**src/sv/ecf_pkg.sv**
```systemverilog
// Shared constants, codes and types for the electrode compensation FIR.
// No dependencies; imported by every module of the block.
package ecf_pkg;

  localparam int MAX_TAPS = 64;
  localparam int TAP_AW   = (MAX_TAPS > 1) ? $clog2(MAX_TAPS) : 1;

  localparam int CFG_W  = 7;
  localparam int CMD_W  = 2;
  localparam int TIDX_W = 6;
  localparam int TAP_W  = 32;
  localparam int CUR_W  = 16;
  localparam int VOLT_W = 32;

  localparam int PROD_W = CUR_W + TAP_W;
  localparam int ACC_W  = PROD_W + TAP_AW;

  // divide by 1e6 = 2^6 * 15625: drop 6 bits, then multiply by a rounded-up
  // reciprocal of 15625 and keep the bits above RCP_SHIFT (exact for the
  // magnitudes the accumulator can reach)
  localparam int DIV_PRE   = 6;
  localparam int X_W       = ACC_W - DIV_PRE;
  localparam int RCP_W     = 48;
  localparam logic [RCP_W-1:0] RCP_M = 48'd147573952589677;
  localparam int RCP_SHIFT = 61;
  localparam int HALF_W    = 24;  // partial product operand width
  localparam int DIV_STEPS = 4;   // one HALF_W x HALF_W partial product per step
  localparam int STEP_W    = $clog2(DIV_STEPS);
  localparam int MUL_W     = X_W + RCP_W;
  localparam int Q_W       = MUL_W - RCP_SHIFT;
  localparam int DIFF_W    = Q_W + 2;

  localparam int DRAIN_CYCLES = 2;
  localparam int CNT_W = (TAP_AW > $clog2(DIV_STEPS)) ? TAP_AW : $clog2(DIV_STEPS);

  localparam logic signed [VOLT_W-1:0] OUT_MAX = {1'b0, {(VOLT_W-1){1'b1}}};
  localparam logic signed [VOLT_W-1:0] OUT_MIN = {1'b1, {(VOLT_W-1){1'b0}}};

  localparam logic [CMD_W-1:0] CMD_LOAD_TAP = 2'd0;
  localparam logic [CMD_W-1:0] CMD_PROCESS  = 2'd1;
  localparam logic [CMD_W-1:0] CMD_CLEAR    = 2'd2;

  typedef enum logic [2:0] {
    ST_IDLE,
    ST_PUSH,
    ST_MAC,
    ST_DRAIN,
    ST_DIV_LOAD,
    ST_DIV,
    ST_DONE
  } ecf_state_t;

  typedef struct packed {
    logic              load_tap;
    logic              clr_hist;
    logic              capture;
    logic              push;
    logic              issue;
    logic [TAP_AW-1:0] tap_addr;
    logic              div_load;
    logic              div_step;
    logic              finish;
  } ecf_cmd_t;

  typedef struct packed {
    logic [TAP_AW-1:0] len_m1;
    logic              out_busy;
  } ecf_sts_t;

endpackage

```
**src/sv/ecf_ctrl.sv**
```systemverilog
// Sequencer for the electrode compensation FIR.
// Depends on ecf_pkg; drives ecf_datapath through ecf_cmd_t.
module ecf_ctrl (
  input  logic                    clk,
  input  logic                    rst_n,
  input  logic                    in_valid,
  input  logic [ecf_pkg::CMD_W-1:0] in_command,
  output logic                    in_ready,
  input  ecf_pkg::ecf_sts_t       sts,
  output ecf_pkg::ecf_cmd_t       cmd
);
  import ecf_pkg::*;

  ecf_state_t       state_r, state_nxt;
  logic [CNT_W-1:0] cnt_r, cnt_nxt;
  logic             accept;

  assign accept = in_valid && (state_r == ST_IDLE);

  always_ff @(posedge clk) begin
    if (!rst_n) begin
      state_r <= ST_IDLE;
      cnt_r   <= '0;
    end else begin
      state_r <= state_nxt;
      cnt_r   <= cnt_nxt;
    end
  end

  // next state
  always_comb begin
    state_nxt = state_r;
    cnt_nxt   = cnt_r;
    case (state_r)
      ST_IDLE: begin
        if (accept && (in_command == CMD_PROCESS)) begin
          state_nxt = ST_PUSH;
        end
      end
      ST_PUSH: begin
        state_nxt = ST_MAC;
        cnt_nxt   = '0;
      end
      ST_MAC: begin
        if (cnt_r[TAP_AW-1:0] == sts.len_m1) begin
          state_nxt = ST_DRAIN;
          cnt_nxt   = '0;
        end else begin
          cnt_nxt = cnt_r + CNT_W'(1);
        end
      end
      ST_DRAIN: begin
        if (cnt_r == CNT_W'(DRAIN_CYCLES - 1)) begin
          state_nxt = ST_DIV_LOAD;
          cnt_nxt   = '0;
        end else begin
          cnt_nxt = cnt_r + CNT_W'(1);
        end
      end
      ST_DIV_LOAD: begin
        state_nxt = ST_DIV;
        cnt_nxt   = '0;
      end
      ST_DIV: begin
        if (cnt_r == CNT_W'(DIV_STEPS - 1)) begin
          state_nxt = ST_DONE;
        end else begin
          cnt_nxt = cnt_r + CNT_W'(1);
        end
      end
      ST_DONE: begin
        if (!sts.out_busy) begin
          state_nxt = ST_IDLE;
        end
      end
      default: begin
        state_nxt = ST_IDLE;
        cnt_nxt   = '0;
      end
    endcase
  end

  // outputs
  always_comb begin
    in_ready     = (state_r == ST_IDLE);
    cmd.load_tap = accept && (in_command == CMD_LOAD_TAP);
    cmd.clr_hist = accept && (in_command == CMD_CLEAR);
    cmd.capture  = accept && (in_command == CMD_PROCESS);
    cmd.push     = (state_r == ST_PUSH);
    cmd.issue    = (state_r == ST_MAC);
    cmd.tap_addr = cnt_r[TAP_AW-1:0];
    cmd.div_load = (state_r == ST_DIV_LOAD);
    cmd.div_step = (state_r == ST_DIV);
    cmd.finish   = (state_r == ST_DONE) && !sts.out_busy;
  end

endmodule

```
**config.mk**
```make
export PLATFORM = sky130hd
export DESIGN_NAME = ecf_ctrl
export DESIGN_NICKNAME = d
export VERILOG_FILES = /design/src/sv/ecf_pkg.sv /design/src/sv/ecf_ctrl.sv
export SDC_FILE = /design/constraint.sdc
export NUM_CORES = 1
export LEC_CHECK = 0
export ABC_AREA = 1
export BUFFER_PORTS_ARGS = -buffer_cell sky130_fd_sc_hd__buf_2
export CAP_MARGIN = 20
export CORE_MARGIN = 8
export CORE_UTILIZATION = 30
export DETAILED_ROUTE_END_ITERATION = 8
export PLACE_DENSITY = 0.65
export SLEW_MARGIN = 10
export SYNTH_ARGS = -nofsm -noshare
export SYNTH_HDL_FRONTEND = slang
export SYNTH_SLANG_ARGS = --single-unit
```
**constraint.sdc**
```tcl
create_clock -name clk -period 1.71 [get_ports clk]
set_input_delay 0.171 -clock clk [delete_from_list [all_inputs] [get_ports clk]]
set_output_delay 0.171 -clock clk [all_outputs]
set_load 0.02 [all_outputs]
```
After elaboration in Yosys (flattened, before gate mapping) --
Index checks and enable logic that the tools add are counted.
Word-level totals: bits in read-only memories 0, bits in writable memories 0, bits in latches 0, memories 0, output and inout bits 15, flip-flop bits (word level) 9, word-level logic and storage cells 42
Operators by class: add/sub/neg operators 1, shift-type cells 0, reduce and logical (&&, ||, !) cells 11, multiply operators 0, mux-type cells 10, equal/unequal tests 17, $lt $le $gt $ge 0, divide/modulo/power cells 0, bitwise logic cells 1
Operators by type and width (number):
- 6-bit one-hot mux with 4 select lines | 1
- 3-bit one-hot mux with 7 select lines | 1
- 6-bit 2-to-1 mux | 3
- 3-bit 2-to-1 mux | 5
- 3-bit == test (second input constant) | 3
- 6-bit by 1-bit adder with 6-bit output (second input constant) | 1
- 3-bit by 2-bit == test with 1-bit output (second input constant) | 2
- 6-bit by 1-bit == test with 1-bit output (second input constant) | 1
- 6-bit by 2-bit == test with 1-bit output (second input constant) | 1
- 6-bit == test | 1
- 2-bit by 1-bit != test with 1-bit output (second input constant) | 3
- 2-bit != test (second input constant) | 3
- 1-bit logical AND | 5
- 5-bit AND reduction | 1
- 3-bit by 1-bit == test with 1-bit output (second input constant) | 1
- 3-bit zero test | 1
- 2-bit by 1-bit == test with 1-bit output (second input constant) | 1
- 2-bit == test (second input constant) | 1
- 2-bit zero test | 1
- 2-bit AND reduction | 1
- 2-bit OR reduction | 1
- 1-bit zero test | 1
- 1-bit NOT | 1

Depth between registers and ports, before layout --
Gate-level depths: netlist of the first run.
depth in word-level cells 5, gate-level depth with buffers 11

Worst setup path after synthesis of the first run --
OpenSTA, ideal clock, no wires.
kind register -> register, start register state_r[1], end register state_r[1], period minus slack after synthesis 1594 ps, library setup time 113 ps, required time 1597 ps, setup slack 116 ps, buffers on the path 0, data arrival time 1481 ps, cell stages (with the launch flop) 8, path through dfxtp_1 -> inv_2 -> nor3_1 -> nand2_1 -> nand3_2 -> nand2_1 -> nand2_1 -> nor2_1
RTL lines:
- from (decl) | RTL line ecf_ctrl.sv:14 | ecf_state_t state_r, state_nxt;
- from (signal assigned) | RTL line ecf_ctrl.sv:25 | state_r <= state_nxt;

==> results.py, run 1 <==
metrics = {
    "detailed_routing": {
        "drtAntennaViolNets": 0,
        "drtPass1Iterations": 4,
        "wl_mm": 1.87,
        "drc": 0,
        "drt_iter0_drc": 30,
        "wire_per_inst_um": 10.1,
        "vias": 840,
        "via_per_inst": 4.54,
    },
    "cts": {
        "worstSkewPairLatency_ns": 0.25,
        "cts_inserted_buffers": 3,
        "cts_tree": "built",
        "h-tree-depth": 1,
        "numClockSinks": 9,
        "path_clk_slew_ns": 0.05,
        "cts-root-buf": "clkbuf_4",
        "cts_setup_buffers": 0,
        "cts_buffer_depth": 2,
    },
    "timing": {
        "drv_slew": 0,
        "slew_headroom_pct": 76.9,
        "min_period_ns": 1.53,
        "setup_viol": 0,
        "finalHoldViolations": 0,
        "fin_skew_ns": 0.00111,
        "fin_crit_sh_pct": 89.6,
        "worst_pin_slew_ns": 0.344,
        "clock.fmax_mhz": 653,
        "rsz0062_at_grt": "false",
        "totalNegativeSetupSlack_ns": 0,
    },
    "worst_setup_path": {
        "end_kind": "output port",
        "reg2reg_setup_slack_ns": 0.24,
        "start_kind": "flip-flop",
        "cp_data_arrival_time_ns": 1.36,
        "cp.required_ns": 1.54,
        "slowest_delay_ns": 0.36,
        "crit_fanout": 6,
        "path_buf_inv": 3,
        "cp_slowest_cell": "dfxtp_1",
        "worstSetupPathType": "flip-flop to output port",
        "crit_chain": "inv_2, nand2_1, inv_1, nand2_1, nor3_1, buf_2",
        "crit_top_cell": "nand2_1",
        "critical_path.top_delay_family": "buffers and inverters",
    },
    "status": {
        "status": "finished clean",
    },
    "grt": {
        "antenna_found_initial": 0,
        "grt_pass1_vias": 814,
        "grt-ovfl-total": 0,
        "grt_max_degree": 8,
        "grt_usage_pct": 9.04,
        "grt_pass1_wl_mm": 3.27,
    },
    "die": {
        "row_count": 17,
        "initial_core_util_pct": 32.0,
        "die_area_sq_mm": 0.00423,
        "io_pins": 27,
        "die_h_um": 65.1,
        "coreArea_sq_mm": 0.00225,
        "die_x_um": 65.1,
    },
    "synthesis": {
        "synthXorXnorAreaFrac_pct": 3.64,
        "synth_largest_area_cell": "dfxtp_1",
        "yosys-top-cells-count": "38 x nand2_1, 24 x nor2_1, 19 x inv_1",
        "async_reset_ff_share_pct": 0,
        "synth_most_common_cell": "nand2_1",
        "synth-simple-area-share_pct": 51.5,
        "ys_types": 18,
        "synth_seq_area_share_pct": 25.0,
        "synth_top_area_share_pct": 25.0,
        "synthMuxAreaShare_pct": 0,
        "netlist_top_cells_area": "dfxtp_1 25%, nand2_1 20%, nor2_1 12%",
        "synth_cells": 127,
        "ys_ff_latch": 9,
        "syn_nets": 141,
        "avgSynthCellArea_sq_um": 5.68,
        "yosys_warnings": 0,
        "synth_fa_ha_area_share_pct": 3.47,
        "synth_compound_area_share_pct": 4.51,
        "syn_area_sq_um": 722,
        "synth_top_family_by_area": "simple AND/OR/NAND/NOR gates",
        "synth_edf_count": 0,
        "synth-main-ff-cell": "dfxtp_1",
    },
    "placed_design": {
        "place_area_sq_um": 887,
        "portBuffers": 26,
        "placed_cells": 181,
        "dpl.hpwl_mm": 1.58,
        "place.gp.congestion": 0.821,
    },
    "power_and_ir_drop": {
        "powerDensity_mw_per_mm2": 1240,
        "leakagePower_nw": 0.490,
        "ir_drop_v": 0.000552,
    },
    "final_layout": {
        "num-fill-cells": 259,
        "syn2layout_area_growth_pct": 26.7,
        "antenna_cells": 0,
        "drive_gt1_share_pct": 26.8,
        "final_cell_area_sq_um": 915,
        "fin_cells": 185,
        "seqCellArea_sq_um": 181,
        "multi_input_area_sq_um": 455,
        "final_core_util_pct": 40.6,
        "fin_nets": 172,
    },
    "flow_run": {
        "timing.max_cap.violations": 0,
    },
    "hold_path": {
        "hp-class": "primary input to flip-flop",
    },
}
-- flip-flops by register name (all words and copies together), names as in the netlist --
name and flops:
cnt_r 6, state_r 3
-- stage by stage --
step / power, W / hold slack [ns] / setup slack (ns)
floorplan: 0.000817 / 0.291 / 0.116
global placement: 0.000971 / 0.439 / 0.277
detailed placement: 0.000986 / 0.448 / 0.195
CTS: 0.00114 / 0.181 / 0.159
global route: 0.00125 / 0.191 / 0.00717
finish: 0.00114 / 0.185 / 0.178
-- layout make-up --
cell class / instances / area share [%]
sequential: 9 / 19.8
inverter: 23 / 9.44
clock buffer: 4 / 2.87
timing repair buffer: 26 / 14.2
multi-input combinational: 95 / 49.8
tap: 28 / 3.83
-- what timing repair did --
| item | in CTS | in global routing |
|---|---|---|
| endpoints found under the hold margin | 0 | 0 |
| resized for setup | 0 | 1 |
| hold buffers | 0 | 0 |
| endpoints found under the setup margin | 0 | 1 |
-- cell usage in the layout (no fill, tap or decap), types with 4 or more instances in the layout --
cell / instances
nand2_2: 4
buf_2: 26
inv_1: 19
nor3_1: 5
dfxtp_1: 8
nand4_1: 4
nand2_1: 38
nand3_1: 5
nor2_1: 24
inv_2: 4
-- worst reg2reg max path, stage by stage (launching register included) --
cell and delay, ns:
dfxtp_1 0.42, ha_1 0.22, nand3_1 0.12, nand2_1 0.08, nand2_1 0.04, nor2_1 0.18
nand3_2 0.14, nor2_1 0.11, nor2_1 0.05
-- power breakdown --
group / switching [W] / total [W] / internal (W)
sequential: 0.0000620 / 0.000313 / 0.000251
clock: 0.0000628 / 0.000152 / 0.0000892
combinational: 0.000445 / 0.000671 / 0.000225
total: 0.000570 / 0.00114 / 0.000565
-- path summary, 6_finish.rpt --
check	start	endpoint	cells after the start
worst max register to register	cnt_r[1]$_SDFFE_PN0P_	state_r[2]$_SDFFE_PN0P_	8
worst min-delay path	rst_n	state_r[2]$_SDFFE_PN0P_	3
worst max-delay path	state_r[2]$_SDFFE_PN0P_	cmd[11]	6
worst min register to register	cnt_r[0]$_SDFFE_PN0P_	cnt_r[0]$_SDFFE_PN0P_	3
-- cell families after synthesis --
kind of cell	Yosys count
AO/OA/AOI/OAI	6
XOR/XNOR	3
buffers and inverters	23
adder cells (fa/ha/maj)	2
AND/OR/NAND/NOR	84
flip-flops	9
-- layer usage --
metal	track usage, %	up-vias	routed length [um]
met4	3.54	0	9
li1	-	447	-
met3	2.58	2	158
met5	0	-	0
met2	15.0	29	846
met1	10.7	362	854
(Power assumes the default switching activity.)
==> run 2: changes to the inputs <==
--- a/config.mk
+++ b/config.mk
@@ -6,12 +6,11 @@
 export NUM_CORES = 1
 export LEC_CHECK = 0
 export ABC_AREA = 1
-export BUFFER_PORTS_ARGS = -buffer_cell sky130_fd_sc_hd__buf_2
 export CAP_MARGIN = 20
-export CORE_MARGIN = 8
 export CORE_UTILIZATION = 30
 export DETAILED_ROUTE_END_ITERATION = 8
-export PLACE_DENSITY = 0.65
+export DONT_BUFFER_PORTS = 1
+export PLACE_DENSITY = 0.56
 export SLEW_MARGIN = 10
 export SYNTH_ARGS = -nofsm -noshare
 export SYNTH_HDL_FRONTEND = slang
==> run 2 against run 1 <==
Against the previous run: global-route usage rose by 3.8 points; flip-flop and latch count did not move; largest cell class unchanged; maximum frequency fell by 3.8%.
==> results.py, run 2 (synthesis results as in run 1) <==
metrics = {
    "status": {
        "status": "finished clean",
    },
    "timing": {
        "worst_slack_ns": 0.118,
        "min_period_ns": 1.59,
        "fin_crit_sh_pct": 93.1,
        "worst_pin_slew_ns": 0.388,
        "totalNegativeSetupSlack_ns": 0,
        "slew_headroom_pct": 74.0,
        "clock.fmax_mhz": 628,
        "setup_viol": 0,
        "finalHoldViolations": 0,
        "fin_skew_ns": 0.00369,
        "rsz0062_at_grt": "false",
        "drv_slew": 0,
    },
    "cts": {
        "cts_hold_buf": 0,
        "cts_buffer_depth": 2,
        "path_clk_slew_ns": 0.06,
        "cts-root-buf": "clkbuf_4",
        "h-tree-depth": 1,
        "cts_setup_buffers": 0,
        "worstSkewPairLatency_ns": 0.25,
        "numClockSinks": 9,
        "cts_inserted_buffers": 3,
        "cts_tree": "built",
    },
    "detailed_routing": {
        "via_per_inst": 4.53,
        "vias": 765,
        "wl_mm": 1.62,
        "drc": 0,
        "wire_per_inst_um": 9.56,
        "drtPass1Iterations": 4,
        "drtAntennaViolNets": 0,
        "drt_iter0_drc": 11,
    },
    "final_layout": {
        "reg_top3": "cnt_r: 6 flops, state_r: 3 flops",
        "regMostFlops": "cnt_r",
        "largest_reg_flops": 6,
        "mostFrequentLayoutCells": "38 x nand2_1, 24 x nor2_1, 18 x inv_1",
        "mostFrequentLayoutCell": "nand2_1",
        "num-fill-cells": 248,
        "final_cell_area_sq_um": 858,
        "drive_gt1_share_pct": 18.4,
        "syn2layout_area_growth_pct": 18.9,
        "fin_nets": 156,
        "fin_cells": 169,
        "antenna_cells": 0,
    },
    "worst_setup_path": {
        "reg2reg_setup_slack_ns": 0.28,
        "start_kind": "flip-flop",
        "worstSetupPathType": "flip-flop to output port",
        "reg2reg_from": "state_r[1]$_SDFFE_PN0P_",
        "end_kind": "output port",
        "timing.rr.end": "cnt_r[4]$_SDFFE_PN0P_",
        "crit_fanout": 6,
        "cp.required_ns": 1.54,
        "cp_data_arrival_time_ns": 1.42,
        "r2r.worst_path.cells": 9,
    },
    "placed_design": {
        "place_area_sq_um": 832,
        "dpl.hpwl_mm": 1.34,
        "placed_cells": 165,
        "portBuffers": 0,
        "place.gp.congestion": 0.805,
        "dp_slack_ns": 0.291,
    },
    "die": {
        "io_pins": 27,
        "die_x_um": 51.1,
        "row_count": 17,
        "coreArea_sq_mm": 0.00223,
        "die_h_um": 51.1,
        "die_area_sq_mm": 0.00261,
        "initial_core_util_pct": 32.3,
    },
    "power_and_ir_drop": {
        "leakagePower_nw": 0.419,
        "ir_drop_v": 0.000544,
        "p_total_w": 0.00112,
        "powerDensity_mw_per_mm2": 1300,
    },
    "grt": {
        "grt_pass1_vias": 604,
        "grt_usage_pct": 12.9,
        "grt_pass1_wl_mm": 2.49,
        "antenna_found_initial": 0,
        "grt_max_degree": 8,
        "grt-ovfl-total": 0,
    },
    "hold_path": {
        "whs_path_depth": 2,
        "min_to": "state_r[2]$_SDFFE_PN0P_",
        "hp-class": "primary input to flip-flop",
        "hold_path.startpoint": "rst_n",
    },
    "flow_run": {
        "timing.max_cap.violations": 0,
    },
}
## run 2: cell count changes in the layout (fill, tap and decap cells not counted)
cell / delta
dfxtp_2: -1
inv_2: +1
buf_2: -26
buf_4: +10
inv_1: -1
dfxtp_1: +1
## run 2: repair_timing
action | CTS | global route
endpoints found under the hold margin | 0 | 0
gates resized for setup | 0 | 1
endpoints found under the setup margin | 0 | 3
## run 2: area by class of cell
class                      instances  area [sq um]  area share (%)
multi-input combinational         95           455            53.1
timing repair buffer              10          75.1            8.75
clock buffer                       4          26.3            3.06
inverter                          23          86.3            10.1
tap                               28          35.0            4.08
sequential                         9           180            21.0
## run 2: how the worst max path moves through the flow
stage | end | from | slack [ns] | cells after the start
finish | cmd[13] | state_r[2]$_SDFFE_PN0P_ | 0.12 | 6
detailed placement | cnt_r[2]$_SDFFE_PN0P_ | state_r[2]$_SDFFE_PN0P_ | 0.29 | 8
CTS | cmd[13] | state_r[2]$_SDFFE_PN0P_ | 0.03 | 6
global placement | cnt_r[4]$_SDFFE_PN0P_ | state_r[2]$_SDFFE_PN0P_ | 0.28 | 8
global route | cmd[11] | state_r[2]$_SDFFE_PN0P_ | 0.0008 | 6
floorplan | state_r[1]$_SDFFE_PN0P_ | state_r[1]$_SDFFE_PN0P_ | 0.12 | 7
## run 2: through the flow
stage	hold slack, ns	util (%)
4_1_cts	0.0213	38.4
5_1_grt	0.0235	38.4
3_5_place_dp	0.296	37.3
3_3_place_gp	0.295	37.3
2_1_floorplan	0.291	-
6_report	0.0326	38.4
## run 2: report_power, final
group	total (W)	switching, W	internal (W)
registers	0.000295	0.0000462	0.000249
clock network	0.000160	0.0000708	0.0000897
logic	0.000661	0.000446	0.000214
total	0.00112	0.000563	0.000553
## run 2: worst max-delay path, cell delays in order, from the launching register on
cell,delay [ns]
dfxtp_1,0.36
inv_2,0.15
nand2_1,0.13
inv_2,0.13
nand2_1,0.10
nor3_1,0.14
buf_4,0.17
## run 2: per-layer routing
layer  GRT usage, %  part of all wire, %  wire length (um)  vias up
met2           19.7                   44               714       25
met1           16.8                   48               770      325
met5              0                    0                 0        -
met3           2.38                  6.9               112        2
met4           6.94                  1.1                17        0
li1               -                    -                 -      413
==> run 3: changes to the inputs <==
--- a/config.mk
+++ b/config.mk
@@ -5,7 +5,6 @@
 export SDC_FILE = /design/constraint.sdc
 export NUM_CORES = 1
 export LEC_CHECK = 0
-export ABC_AREA = 1
 export CAP_MARGIN = 20
 export CORE_UTILIZATION = 30
 export DETAILED_ROUTE_END_ITERATION = 8
==> run 3 against run 2 <==
Against the previous run: maximum frequency fell by 1.8%; non-clock buffer count is 6 higher; synthesized cell count is 35% lower; total power is 11% lower; die area is 3.0% lower; sequential power increased by 2%; sequential share of layout area shrank 0.46 points; critical path depth is 3 lower; register-to-register slack worse by 0.18 ns; worst hold slack lost 0.0048 ns; critical endpoint unchanged; largest power group unchanged.
==> results.py, run 3 <==
metrics = {
    "cts": {
        "numClockSinks": 9,
        "path_clk_slew_ns": 0.07,
        "h-tree-depth": 1,
        "cts_hold_buf": 0,
        "cts-root-buf": "clkbuf_4",
        "cts_tree": "built",
        "cts_buffer_depth": 2,
        "worstSkewPairLatency_ns": 0.27,
        "cts_inserted_buffers": 3,
    },
    "timing": {
        "fin_skew_ns": 0.000903,
        "clock.fmax_mhz": 617,
        "drv_slew": 0,
        "fin_crit_sh_pct": 94.8,
        "holdWs_ns": 0.0279,
        "worst_pin_slew_ns": 0.389,
        "slew_headroom_pct": 74.0,
        "min_period_ns": 1.62,
        "finalHoldViolations": 0,
        "setup_viol": 0,
    },
    "final_layout": {
        "num-fill-cells": 224,
        "mostFrequentLayoutCell": "buf_4",
        "multi_input_area_sq_um": 514,
        "largest_reg_flops": 6,
        "reg_top3": "cnt_r: 6 flops, state_r: 3 flops",
        "regMostFlops": "cnt_r",
        "mostFrequentLayoutCells": "16 x buf_4, 11 x nor2_1, 8 x xnor2_1",
        "syn2layout_area_growth_pct": 27.2,
        "antenna_cells": 0,
        "final_cell_area_sq_um": 890,
        "fin_nets": 115,
        "fin_cells": 128,
        "seqCellArea_sq_um": 183,
        "drive_gt1_share_pct": 32.0,
    },
    "die": {
        "row_count": 17,
        "die_area_sq_mm": 0.00253,
        "die_x_um": 50.3,
        "die_h_um": 50.3,
        "coreArea_sq_mm": 0.00221,
        "io_pins": 27,
        "initial_core_util_pct": 31.6,
    },
    "grt": {
        "grt-ovfl-total": 0,
        "grt_max_degree": 9,
        "grt_usage_pct": 15.4,
        "grt_pass1_vias": 679,
        "grt_pass1_wl_mm": 2.88,
        "antenna_found_initial": 0,
    },
    "flow_run": {
        "timing.max_cap.violations": 0,
    },
    "detailed_routing": {
        "vias": 682,
        "wire_per_inst_um": 13.6,
        "wl_mm": 1.74,
        "drtPass1Iterations": 4,
        "drtAntennaViolNets": 0,
        "drc": 0,
        "via_per_inst": 5.33,
        "drt_iter0_drc": 26,
    },
    "power_and_ir_drop": {
        "p_total_w": 0.000997,
        "ir_drop_v": 0.000446,
        "powerDensity_mw_per_mm2": 1120,
        "leakagePower_nw": 0.337,
    },
    "synthesis": {
        "synth_top_area_share_pct": 25.8,
        "synth_cells": 82,
        "synth_edf_count": 0,
        "syn_nets": 96,
        "yosys_warnings": 0,
        "async_reset_ff_share_pct": 0,
        "synth_most_common_cell": "nor2_1",
        "synth-main-ff-cell": "dfxtp_1",
        "yosys-top-cells-count": "11 x nor2_1, 9 x dfxtp_1, 8 x xnor2_1",
        "synth_largest_area_cell": "dfxtp_1",
        "netlist_top_cells_area": "dfxtp_1 26%, xnor2_1 10%, nor2_1 5.9%",
        "avgSynthCellArea_sq_um": 8.53,
        "ys_ff_latch": 9,
        "syn_area_sq_um": 699,
        "synth_seq_area_share_pct": 25.8,
        "ys_types": 35,
    },
    "placed_design": {
        "place_area_sq_um": 838,
        "place.gp.congestion": 0.764,
        "portBuffers": 0,
        "dpl.hpwl_mm": 1.35,
        "placed_cells": 123,
    },
    "worst_setup_path": {
        "start_kind": "flip-flop",
        "critical_path.top_delay_family": "simple AND/OR/NAND/NOR gates",
        "end_kind": "output port",
        "crit_chain": "or3_4, nor4b_2, buf_4",
        "worstSetupPathType": "flip-flop to output port",
        "cp_slowest_cell": "or3_4",
        "crit_fanout": 8,
        "cp.depth": 3,
        "cp_data_arrival_time_ns": 1.45,
        "path_buf_inv": 1,
        "slowest_delay_ns": 0.40,
        "r2r.worst_path.cells": 5,
        "cp.required_ns": 1.54,
    },
    "status": {
        "status": "finished clean",
    },
    "hold_path": {
        "hp-class": "primary input to flip-flop",
        "whs_path_depth": 2,
    },
}
[run 3: cell families (layout without fill, tap and decap cells)]
group / after synthesis / in the layout / synth area share (%)
compound gates: 13 / 13 / 18.6
simple gates: 42 / 42 / 35.4
fa+ha+maj: 2 / 2 / 3.58
flops: 9 / 9 / 25.8
buf+inv: 5 / 23 / 2.86
xor+xnor: 11 / 11 / 13.8
[run 3: cell type report]
type	instances	share of cell area (%)
multi-input combinational	68	57.8
sequential	9	20.5
timing repair buffer	16	13.5
tap	28	3.94
clock buffer	4	2.95
inverter	3	1.27
[run 3: timing repair]
| item | CTS | global route |
|---|---|---|
| pin swaps | 0 | 0 |
| resized for setup | 1 | 5 |
| buffers inserted | 0 | 1 |
| setup endpoints to repair | 1 | 9 |
[run 3: through the flow]
stage | setup slack (ns) | utilization [%] | setup TNS [ns]
finish | 0.0886 | 40.2 | 0
global route | -0.000375 | 40.2 | -0.000375
CTS | 0.00171 | 39.3 | 0
detailed placement | 0.0320 | 37.9 | 0
global placement | 0.0914 | 37.9 | 0
floorplan | 0.0120 | - | 0
[run 3: final timing paths]
path | from | endpoint | slack [ns]
worst min register to register | cnt_r[1]$_SDFFE_PN0P_ | cnt_r[1]$_SDFFE_PN0P_ | 0.62
worst max-delay path | state_r[1]$_SDFFE_PN0P_ | cmd[13] | 0.09
worst min-delay path | rst_n | state_r[1]$_SDFFE_PN0P_ | 0.03
worst max register to register | state_r[1]$_SDFFE_PN0P_ | cnt_r[1]$_SDFFE_PN0P_ | 0.10
[run 3: where the power goes]
group / internal (W) / switching, W / leakage [nW] / total (W)
sequential: 0.000248 / 0.0000527 / 0.0738 / 0.000301
combinational: 0.000213 / 0.000304 / 0.248 / 0.000516
clock: 0.0000906 / 0.0000891 / 0.0150 / 0.000180
total: 0.000551 / 0.000445 / 0.337 / 0.000997
[run 3: layer usage]
layer  share of wire [%]  track usage (%)  wire length [um]
met1                  44             18.8               767
met2                  48             24.7               843
met3                 6.1             3.94               107
met4                 1.4             7.62                25
met5                   0                0                 0
